`config.mk`:
```
export PLATFORM = sky130hd
export DESIGN_NAME = utf8_lenient_decoder
export DESIGN_NICKNAME = d
export VERILOG_FILES = /design/src/hdl/uld_pkg.sv /design/src/hdl/utf8_lenient_decoder.sv
export SDC_FILE = /design/constraint.sdc
export NUM_CORES = 1
export LEC_CHECK = 0
export BUFFER_PORTS_ARGS = -buffer_cell sky130_fd_sc_hd__buf_2
export CAP_MARGIN = 20
export CORE_MARGIN = 2
export CORE_UTILIZATION = 64
export DETAILED_ROUTE_END_ITERATION = 10
export PLACE_DENSITY = 0.85
export SETUP_SLACK_MARGIN = 0.5
export SLEW_MARGIN = 20
export SYNTH_ARGS = -nofsm -noshare
export SYNTH_HDL_FRONTEND = slang
export SYNTH_SLANG_ARGS = --single-unit
```
`constraint.sdc`:
```
create_clock -name clk -period 4 [get_ports clk]
set_clock_uncertainty 0.05 [all_clocks]
set_input_delay 0.8 -clock clk [delete_from_list [all_inputs] [get_ports clk]]
set_output_delay 0.8 -clock clk [all_outputs]
set_load 0.1 [all_outputs]
```
`src/hdl/uld_pkg.sv`:
```
`timescale 1ns / 1ps

package uld_pkg;

    localparam int BYTE_W  = 8;
    localparam int CODE_W  = 21;
    localparam int HOLD_N  = 4;
    localparam int HIDX_W  = 2;
    localparam int HCNT_W  = 3;
    localparam int PEND_W  = 2;

    localparam logic [BYTE_W-1:0] LEAD4_MASK = 8'hF0;
    localparam logic [BYTE_W-1:0] LEAD3_MASK = 8'hE0;
    localparam logic [BYTE_W-1:0] LEAD2_MASK = 8'hC0;
    localparam logic [BYTE_W-1:0] CONT_MASK  = 8'h80;
    localparam logic [BYTE_W-1:0] CONT_BITS  = 8'h3F;
    localparam logic [BYTE_W-1:0] LEAD4_BITS = 8'h07;
    localparam logic [BYTE_W-1:0] LEAD3_BITS = 8'h0F;
    localparam logic [BYTE_W-1:0] LEAD2_BITS = 8'h1F;

    localparam logic [PEND_W-1:0] NEED_NONE  = 2'd0;
    localparam logic [PEND_W-1:0] NEED_ONE   = 2'd1;
    localparam logic [PEND_W-1:0] NEED_TWO   = 2'd2;
    localparam logic [PEND_W-1:0] NEED_THREE = 2'd3;

    typedef logic [BYTE_W-1:0] byte_t;
    typedef byte_t hold_t [HOLD_N];

endpackage

```
`src/hdl/utf8_lenient_decoder.sv`:
```
`timescale 1ns / 1ps

// Lenient UTF-8 decoder. Bytes enter with a stream_end flag; each result
// carries a 21-bit code point, or a raw byte (is_raw = 1) when a sequence
// fails (a continuation without its top bit) or is cut short by stream_end.
// A lead byte that opens a sequence gives no result unless stream_end cuts it
// short; run_last marks the final result of each input byte. Rate: a byte is
// taken every cycle while the output keeps up. A byte that causes n results
// holds the result burst register until all n are taken, since that register
// drains one result per cycle while out_stall is low; one more byte can wait
// in the input register meanwhile. A byte passes through the input register
// and then the result burst register before its first result appears.
module utf8_lenient_decoder
(
    input  logic                      clk,
    input  logic                      rst_n,
    input  logic                      in_valid,
    output logic                      in_stall,
    input  logic [uld_pkg::BYTE_W-1:0] data_byte,
    input  logic                      stream_end,
    output logic                      out_valid,
    input  logic                      out_stall,
    output logic [uld_pkg::CODE_W-1:0] code_value,
    output logic                      is_raw,
    output logic                      run_last
);
    import uld_pkg::*;

    // input register
    logic              in_full_reg;
    byte_t             in_byte_reg;
    logic              in_end_reg;

    // decoder state
    logic [PEND_W-1:0] pend_reg, pend_next;
    logic [CODE_W-1:0] acc_reg, acc_next;
    logic              seq_ok_reg, seq_ok_next;
    hold_t             held_reg, held_next;
    logic [HCNT_W-1:0] hcnt_reg, hcnt_next;

    // result burst register
    logic [HCNT_W-1:0] buf_cnt_reg, buf_cnt_next;
    logic [HIDX_W-1:0] buf_idx_reg;
    logic              buf_raw_reg, buf_raw_next;
    logic [CODE_W-1:0] buf_code_reg, buf_code_next;
    hold_t             buf_byte_reg;

    logic              out_take;
    logic              out_done;
    logic              buf_free;
    logic              proc;
    logic              in_take;

    assign out_valid  = (buf_cnt_reg != '0);
    assign out_take   = out_valid && !out_stall;
    // the burst ends when its final result is taken
    assign out_done   = out_take && ({1'b0, buf_idx_reg} == (buf_cnt_reg - 3'd1));
    assign buf_free   = !out_valid || out_done;
    assign proc       = in_full_reg && buf_free;
    assign in_stall   = in_full_reg && !proc;
    assign in_take    = in_valid && !in_stall;

    assign is_raw     = buf_raw_reg;
    assign run_last   = ({1'b0, buf_idx_reg} == (buf_cnt_reg - 3'd1));
    assign code_value = buf_raw_reg ? {{(CODE_W-BYTE_W){1'b0}}, buf_byte_reg[buf_idx_reg]}
                                    : buf_code_reg;

    // Decode one byte against the open sequence. A flush replays the held
    // bytes raw; held_next already has the current byte in place.
    always_comb
    begin
        logic [PEND_W-1:0] pend_dec;
        logic              ok_dec;
        logic              flush;
        byte_t             b;

        b             = in_byte_reg;
        pend_next     = pend_reg;
        acc_next      = acc_reg;
        seq_ok_next   = seq_ok_reg;
        held_next     = held_reg;
        hcnt_next     = hcnt_reg;
        buf_cnt_next  = '0;
        buf_raw_next  = 1'b0;
        buf_code_next = {{(CODE_W-BYTE_W){1'b0}}, b};
        pend_dec      = pend_reg - NEED_ONE;
        ok_dec        = seq_ok_reg && b[BYTE_W-1];
        flush         = 1'b0;

        if (pend_reg == NEED_NONE)
        begin
            held_next[0] = b;
            hcnt_next    = 3'd1;
            seq_ok_next  = 1'b1;
            if ((b & LEAD4_MASK) == LEAD4_MASK)
            begin
                pend_next = NEED_THREE;
                acc_next  = {{(CODE_W-BYTE_W){1'b0}}, b & LEAD4_BITS};
            end
            else if ((b & LEAD3_MASK) == LEAD3_MASK)
            begin
                pend_next = NEED_TWO;
                acc_next  = {{(CODE_W-BYTE_W){1'b0}}, b & LEAD3_BITS};
            end
            else if ((b & LEAD2_MASK) == LEAD2_MASK)
            begin
                pend_next = NEED_ONE;
                acc_next  = {{(CODE_W-BYTE_W){1'b0}}, b & LEAD2_BITS};
            end
            else
            begin
                // pass through, sequence stays closed
                held_next    = held_reg;
                hcnt_next    = '0;
                seq_ok_next  = seq_ok_reg;
                buf_cnt_next = 3'd1;
            end
            if (pend_next != NEED_NONE && in_end_reg)
                flush = 1'b1;
        end
        else
        begin
            held_next[hcnt_reg[HIDX_W-1:0]] = b;
            hcnt_next   = hcnt_reg + 3'd1;
            seq_ok_next = ok_dec;
            if (ok_dec)
                acc_next = {acc_reg[CODE_W-7:0], b[5:0] & CONT_BITS[5:0]};
            pend_next = pend_dec;
            if (pend_dec == NEED_NONE)
            begin
                if (ok_dec)
                begin
                    buf_cnt_next  = 3'd1;
                    buf_code_next = {acc_reg[CODE_W-7:0], b[5:0] & CONT_BITS[5:0]};
                    pend_next     = NEED_NONE;
                    acc_next      = '0;
                    seq_ok_next   = 1'b1;
                    hcnt_next     = '0;
                end
                else
                    flush = 1'b1;
            end
            else if (in_end_reg)
                flush = 1'b1;
        end

        if (flush)
        begin
            buf_cnt_next = hcnt_next;
            buf_raw_next = 1'b1;
            pend_next    = NEED_NONE;
            acc_next     = '0;
            seq_ok_next  = 1'b1;
            hcnt_next    = '0;
        end
    end

    always_ff @(posedge clk or negedge rst_n)
    begin
        if (!rst_n)
        begin
            in_full_reg <= 1'b0;
            pend_reg    <= NEED_NONE;
            acc_reg     <= '0;
            seq_ok_reg  <= 1'b1;
            hcnt_reg    <= '0;
            buf_cnt_reg <= '0;
            buf_idx_reg <= '0;
            buf_raw_reg <= 1'b0;
        end
        else
        begin
            // hold the waiting byte until the decoder takes it
            if (in_take)
                in_full_reg <= 1'b1;
            else if (proc)
                in_full_reg <= 1'b0;

            if (proc)
            begin
                pend_reg    <= pend_next;
                acc_reg     <= acc_next;
                seq_ok_reg  <= seq_ok_next;
                hcnt_reg    <= hcnt_next;
                buf_cnt_reg <= buf_cnt_next;
                buf_idx_reg <= '0;
                buf_raw_reg <= buf_raw_next;
            end
            else if (out_done)
            begin
                buf_cnt_reg <= '0;
                buf_idx_reg <= '0;
            end
            else if (out_take)
                buf_idx_reg <= buf_idx_reg + 2'd1;
        end
    end

    // payload registers
    always_ff @(posedge clk)
    begin
        if (in_take)
        begin
            in_byte_reg <= data_byte;
            in_end_reg  <= stream_end;
        end
        if (proc)
        begin
            held_reg     <= held_next;
            buf_byte_reg <= held_next;
            buf_code_reg <= buf_code_next;
        end
    end

    // a decoded or passed-through value is always a burst of one
    a_single_when_cooked: assert property (@(posedge clk) disable iff (!rst_n)
        (out_valid && !is_raw) |-> run_last)
        else $error("non-raw result is not alone in its burst");

    a_idx_in_burst: assert property (@(posedge clk) disable iff (!rst_n)
        out_valid |-> ({1'b0, buf_idx_reg} < buf_cnt_reg))
        else $error("burst index beyond burst length");

    a_closed_empty: assert property (@(posedge clk) disable iff (!rst_n)
        (pend_reg == NEED_NONE) |-> (hcnt_reg == '0))
        else $error("held bytes left in a closed sequence");

    a_open_fits: assert property (@(posedge clk) disable iff (!rst_n)
        (pend_reg != NEED_NONE) |->
            (hcnt_reg != '0 && ({1'b0, hcnt_reg} + {2'b00, pend_reg}) <= 4'd4))
        else $error("open sequence exceeds four bytes");

    a_stall_holds_input: assert property (@(posedge clk) disable iff (!rst_n)
        (in_full_reg && !proc) |=> in_full_reg)
        else $error("waiting byte dropped");

endmodule

```
==> out/qor.csv, run 1 <==
metric,value,unit
status,completed,
cts-resized-gates,0,
setup_viol,0,
ys.flop_type,edfxtp_1,
syn2layout_area_growth,10.7,%
netlist_area,4220,um^2
first_pass_iters,4,
drc,0,
crit_chain,"mux4_1, mux2_2, buf_2",
hold_path.class,in2async,
grt_overflow,0,
numCtsBuffers,9,
largest_reg_flops,32,
cp_top_family,multiplexers,
synth-edff-count,62,
grt_max_degree,29,
gp_congestion,0.858,
clk_pin_slew,0.08,ns
grt_antenna_before_repair,0,
dieHeight,85.2,um
synth-async-reset-ratio,31.1,%
grt_pass1_wl,12500,um
cts_max_path_buffers,2,
hold_viol,0,
synth_cells,310,
place_area,4470,um^2
drt_iter0_markers,175,
synth_seq_cells,90,
drv_slew,0,
synth_cell_types,46,
insertion_delay,0.35,ns
fin_setup_tns,0,ns
grt.total_usage,23.3,%
max_freq,0.311,GHz
rsz0062_at_grt,false,
design.core.area,6350,um^2
wl,7960,um
maxCapViolCount,0,
ios,38,
fin_crit_sh,80.3,%
utilization,73.7,%
cp_num_buf_inv,1,
endpoint_kind,output pin,
port_buffers,37,
synth_seq_area_share,60.7,%
cpPeakStageDelay,0.81,ns
clockRootBuffer,clkbuf_8,
fin_crit,3.21,ns
syn_avg_cell_area,13.6,um^2
tightest_slew,0.898,ns
critPathMaxFanout,13,
cp.required,3.15,ns
yosys_warnings,0,
cts_tree,done,
slowest_stage,dfrtp_1,
first_global_vias,2560,
postCtsHoldBufs,0,
critPathKind,reg2out,
start_util,66.5,%
cp.arrival,2.36,ns
antenna_left,0,
dieWidth,85.2,um
hpwl,5360,um
synth_nets,332,
fin_area,4680,um^2
core.rowCount,29,
routedWlPerCell,18.5,um
drive_gt1_share,22.0,%
fin_nets,371,
vias,2583,
post_cts_buffers,0,
die_area,7270,um^2
slew-limit-headroom,40.0,%
clock-sinks,90,
antennaDiodeCount,0,
critPathLaunchType,flop,
cts_htree_levels,3,
via_per_inst,5.99,
[cell usage in the layout (no fill, tap or decap), drive strengths merged, types with 3 or more instances in the layout]
master,n
edfxtp,62
buf,40
and2,38
nor2b,30
dfrtp,27
a22o,15
inv,15
clkbuf,13
nand2,11
nor2,11
mux2,11
ha,9
o21ai,9
a21oi,8
mux4,8
and3,4
nand2b,4
and4b,3
nand3,3
or3,3
xor2,3
o32ai,3
[area by class of cell]
cell class | count | area (um^2)
repair buffers | 40 | 208
fillers | 398 | 1670
multi-input cells | 194 | 1550
inverters | 14 | 52.6
flip-flops and latches | 90 | 2560
clock buffers | 13 | 160
clock inverters | 3 | 46.3
well taps | 77 | 96.3
[routing by layer]
metal	vias up	part of all wire, %	track usage [%]	routed length, um
li1	1209	-	-	-
met1	1273	42	30.2	3320
met2	87	50	39.0	4000
met3	14	6.5	5.25	517
met4	0	1.5	8.51	121
met5	-	0	0	0
[cells by family (layout without fill, tap and decap cells)]
logic type	count (synthesis)	in the layout	share of synthesized area (%)
AO/OA/AOI/OAI	47	47	8.92
XOR/XNOR	4	4	1.01
adder cells (fa/ha/maj)	9	9	2.67
buffers and inverters	26	70	2.61
flip-flops	90	90	60.7
multiplexers	19	19	7.29
AND/OR/NAND/NOR	115	115	16.8
[Yosys cell counts, types with 3 or more instances]
master     n  area [um^2]
and2_1    38          238
nor2b_1   30          188
or3_1      3         18.8
and3_1     4         25.0
nor2_1    11         41.3
clkbuf_1   5         18.8
edfxtp_1  62         1860
and4b_1    3         30.0
a21oi_1    8         40.0
a22o_1    15          131
nand3_1    3         15.0
inv_1     14         52.6
dfrtp_1   27          676
buf_2      4         20.0
o21ai_0    4         20.0
mux4_2     7          158
mux2_2    11          124
o21ai_1    5         25.0
nand2_1   11         41.3
nand2b_1   4         25.0
ha_1       9          113
[per-stage QoR]
| stage | worst slack, ns | std cells | hold slack, ns |
|---|---|---|---|
| detailed placement | 1.13 | 415 | 0.423 |
| finish | 0.787 | 431 | 0.406 |
| global placement | 1.19 | 415 | 0.427 |
| CTS | 0.737 | 431 | 0.417 |
| global route | 0.667 | 431 | 0.449 |
| floorplan | 0.690 | 310 | 0.408 |
[worst paths after layout]
path | start | to | slack, ns | depth (start not counted)
min in group clk | acc_reg[9] | acc_reg[9] | 0.45 | 1
worst max register to register | buf_idx_reg[0] | buf_code_reg[2] | 1.26 | 3
worst min register to register | acc_reg[9] | acc_reg[9] | 0.45 | 1
max in group asynchronous | rst_n | acc_reg[4] | 3.08 | 1
worst min-delay path | rst_n | pend_reg[0] | 0.41 | 1
worst max-delay path | buf_idx_reg[0] | code_value[0] | 0.79 | 3
Power of run 1 is left out: the tool's default activity adds up to more than one toggle a clock period on the data nets, which glitch-free logic cannot reach.
==> inputs of run 2 (changes only) <==
--- a/config.mk
+++ b/config.mk
@@ -5,12 +5,13 @@
 export SDC_FILE = /design/constraint.sdc
 export NUM_CORES = 1
 export LEC_CHECK = 0
+export ABC_AREA = 1
 export BUFFER_PORTS_ARGS = -buffer_cell sky130_fd_sc_hd__buf_2
 export CAP_MARGIN = 20
 export CORE_MARGIN = 2
-export CORE_UTILIZATION = 64
+export CORE_UTILIZATION = 59
 export DETAILED_ROUTE_END_ITERATION = 10
-export PLACE_DENSITY = 0.85
+export PLACE_DENSITY = 0.79
 export SETUP_SLACK_MARGIN = 0.5
 export SLEW_MARGIN = 20
 export SYNTH_ARGS = -nofsm -noshare
==> constraint.sdc (replaced) <==
create_clock -name clk -period 3 [get_ports clk]
set_clock_uncertainty 0.05 [all_clocks]
set_input_delay 0.6 -clock clk [delete_from_list [all_inputs] [get_ports clk]]
set_output_delay 0.6 -clock clk [all_outputs]
set_load 0.1 [all_outputs]
==> run 2 against run 1 <==
Flip-flop and latch count unchanged. Sequential share of layout area down 7.2 points. Cell count up 46%. Area after synthesis up 4.7%. Die area up 13%. Core utilization up 0.78 points. Via count up 40%. Final area up 15%. Non-clock buffer count up 13. Register-to-register slack worse by 0.59 ns. Clock-buffer cell count down 4. First-iteration DRC count up 120%.
==> out/qor.csv, run 2 <==
metric,value,unit,change
status,completed,,unchanged
fin_setup_tns,0,ns,unchanged
slew-limit-headroom,54.6,%,was 40.0%
hold_path.class,in2async,,unchanged
rr_startpoint,buf_idx_reg[0],,unchanged
synth_cells,479,,was 310
dieHeight,90.6,um,was 85.2 um
ios,38,,unchanged
design.core.area,7250,um^2,was 6350 um^2
core.rowCount,31,,was 29
wl_met1,4550,um,was 3320 um
grt.total_usage,27.9,%,was 23.3%
gp_congestion,0.912,,was 0.858
drv_slew,0,,unchanged
max_freq,0.402,GHz,
critPathKind,reg2out,,unchanged
hpwl,7260,um,was 5360 um
port_buffers,37,,unchanged
cts_htree_levels,3,,unchanged
antenna_left,0,,unchanged
insertion_delay,0.37,ns,was 0.35 ns
cp.arrival,1.84,ns,was 2.36 ns
netlist_area,4420,um^2,was 4220 um^2
wl_met3,924,um,was 517 um
layoutNonFillerInstCount,630,,was 431
synth_cell_types,31,,was 46
cts_tree,done,,unchanged
setup_viol,0,,unchanged
setup_ws,0.510,ns,was 0.787 ns
clk_pin_slew,0.10,ns,was 0.08 ns
die_area,8210,um^2,was 7270 um^2
dp_slack,0.532,ns,was 1.13 ns
syn_avg_cell_area,9.24,um^2,was 13.6 um^2
grt_pass1_wl,17700,um,was 12500 um
synth_nets,501,,was 332
synth-edff-count,62,,unchanged
start_util,61.0,%,was 66.5%
vias,3618,,was 2583
synth_top_area_share,42.1,%,was 44.1%
r2r_cells,11,,was 3
syn2layout_area_growth,22.0,%,was 10.7%
dieWidth,90.6,um,was 85.2 um
tightest_slew,0.681,ns,was 0.898 ns
rsz0062_at_grt,true,,was false
synth_seq_area_share,57.9,%,was 60.7%
ys.flop_type,edfxtp_1,,unchanged
drive_gt1_share,23.7,%,was 22.0%
highest_layer,met4,,unchanged
via_per_inst,5.74,,was 5.99
synth.most_common_cell,nor2_1,,was edfxtp_1
synth_seq_cells,90,,unchanged
yosys_warnings,0,,unchanged
layout_common_cells,"nor2_1 (88), nand2_1 (75), edfxtp_1 (62), inv_1 (52), nor3_1 (25)",,"was edfxtp_1 (62), and2_1 (38), buf_2 (37), nor2b_1 (30), dfrtp_1 (27)"
synth.top_cells.by_count,"nor2_1 (102), nand2_1 (77), edfxtp_1 (62)",,"was edfxtp_1 (62), and2_1 (38), nor2b_1 (30)"
cp.required,2.35,ns,was 3.15 ns
critPathMaxFanout,9,,was 13
wl,11100,um,was 7960 um
final_common_cell,nor2_1,,was edfxtp_1
hold_viol,0,,unchanged
yosys.area.top_type,edfxtp_1,,unchanged
grt_antenna_before_repair,0,,unchanged
synth-async-reset-ratio,31.1,%,unchanged
postCtsHoldBufs,0,,unchanged
post-place-cells,607,,was 415
grt_max_degree,29,,unchanged
cts_max_path_buffers,2,,unchanged
routedWlPerCell,17.7,um,was 18.5 um
first_pass_iters,5,,was 4
utilization,74.4,%,was 73.7%
fin_crit,2.49,ns,
fin_nets,548,,was 371
rr_endpoint,acc_reg[2],,was buf_code_reg[2]
clock-sinks,90,,unchanged
drc,0,,unchanged
maxCapViolCount,0,,unchanged
synth_area_leaders,"edfxtp_1 (42%), dfrtp_1 (15%), nor2_1 (8.7%), nand2_1 (6.5%), inv_1 (4.7%)",,"was edfxtp_1 (44%), dfrtp_1 (16%), and2_1 (5.6%), nor2b_1 (4.4%), mux4_2 (3.7%)"
drt_iter0_markers,385,,was 175
dr_wl_met2,5420,um,was 4000 um
clockRootBuffer,clkbuf_8,,unchanged
first_global_vias,3421,,was 2560
largest_reg_flops,32,,unchanged
critPathLaunchType,flop,,unchanged
antennaDiodeCount,0,,unchanged
fillers,491,,was 398
numCtsBuffers,9,,unchanged
endpoint_kind,output pin,,unchanged
regToRegSetupSlack,0.67,ns,was 1.26 ns
grt_overflow,0,,unchanged
fin_crit_sh,83.0,%,
run 2: cells by family after synthesis:
family                     synth area share, %
DFF                                       57.9
and+or+nand+nor                           23.9
AOI/OAI and AO/OA                         7.83
buffers and inverters                     7.41
adders and majority gates                 2.55
xor gates and xnor gates                 0.396
run 2: metal layers:
layer / track usage, % / vias to the layer above
met5: 0 / -
met3: 5.76 / 26
met4: 8.72 / 0
met1: 39.1 / 1706
li1: - / 1668
met2: 44.1 / 218
run 2: layout make-up:
type / instances / area, um^2 / area share, %
sequential: 90 / 2570 / 47.6
inverter: 61 / 238 / 4.40
clock inverter: 7 / 146 / 2.71
timing repair buffer: 53 / 444 / 8.23
clock buffer: 9 / 124 / 2.29
tap: 99 / 124 / 2.29
multi-input combinational: 311 / 1750 / 32.4
run 2: metrics by stage:
step	cell area (um^2)	hold slack (ns)
2_1_floorplan	4610	0.254
3_3_place_gp	4880	0.386
3_5_place_dp	4880	0.402
4_1_cts	5230	0.234
5_1_grt	5400	0.268
6_report	5400	0.215
run 2: critical path: stages (launching register included):
cell and delay, ns:
dfrtp_4 0.51, clkbuf_4 0.19, nand2_1 0.10, nand2_2 0.08, nor2_4 0.13, nand3_4 0.09, nand3_4 0.10, clkinvlp_4 0.10
buf_12 0.17
run 2: timing repair:
action | in CTS | in global routing
buffers inserted | 2 | 5
endpoints found under the setup margin | 24 | 44
pin swaps | 0 | 3
resized for setup | 22 | 31
run 2: worst max path at each step:
stage	startpoint	to	slack, ns	cells past startpoint
2_1_floorplan	is_raw	code_value[10]	0.54	2
3_3_place_gp	buf_idx_reg[0]	in_stall	0.57	8
3_5_place_dp	buf_idx_reg[0]	in_stall	0.53	8
4_1_cts	buf_idx_reg[0]	code_value[7]	0.46	5
5_1_grt	buf_cnt_reg[1]	in_stall	0.41	9
6_report	buf_idx_reg[0]	in_stall	0.51	8
Power of run 2 is left out for the same reason.
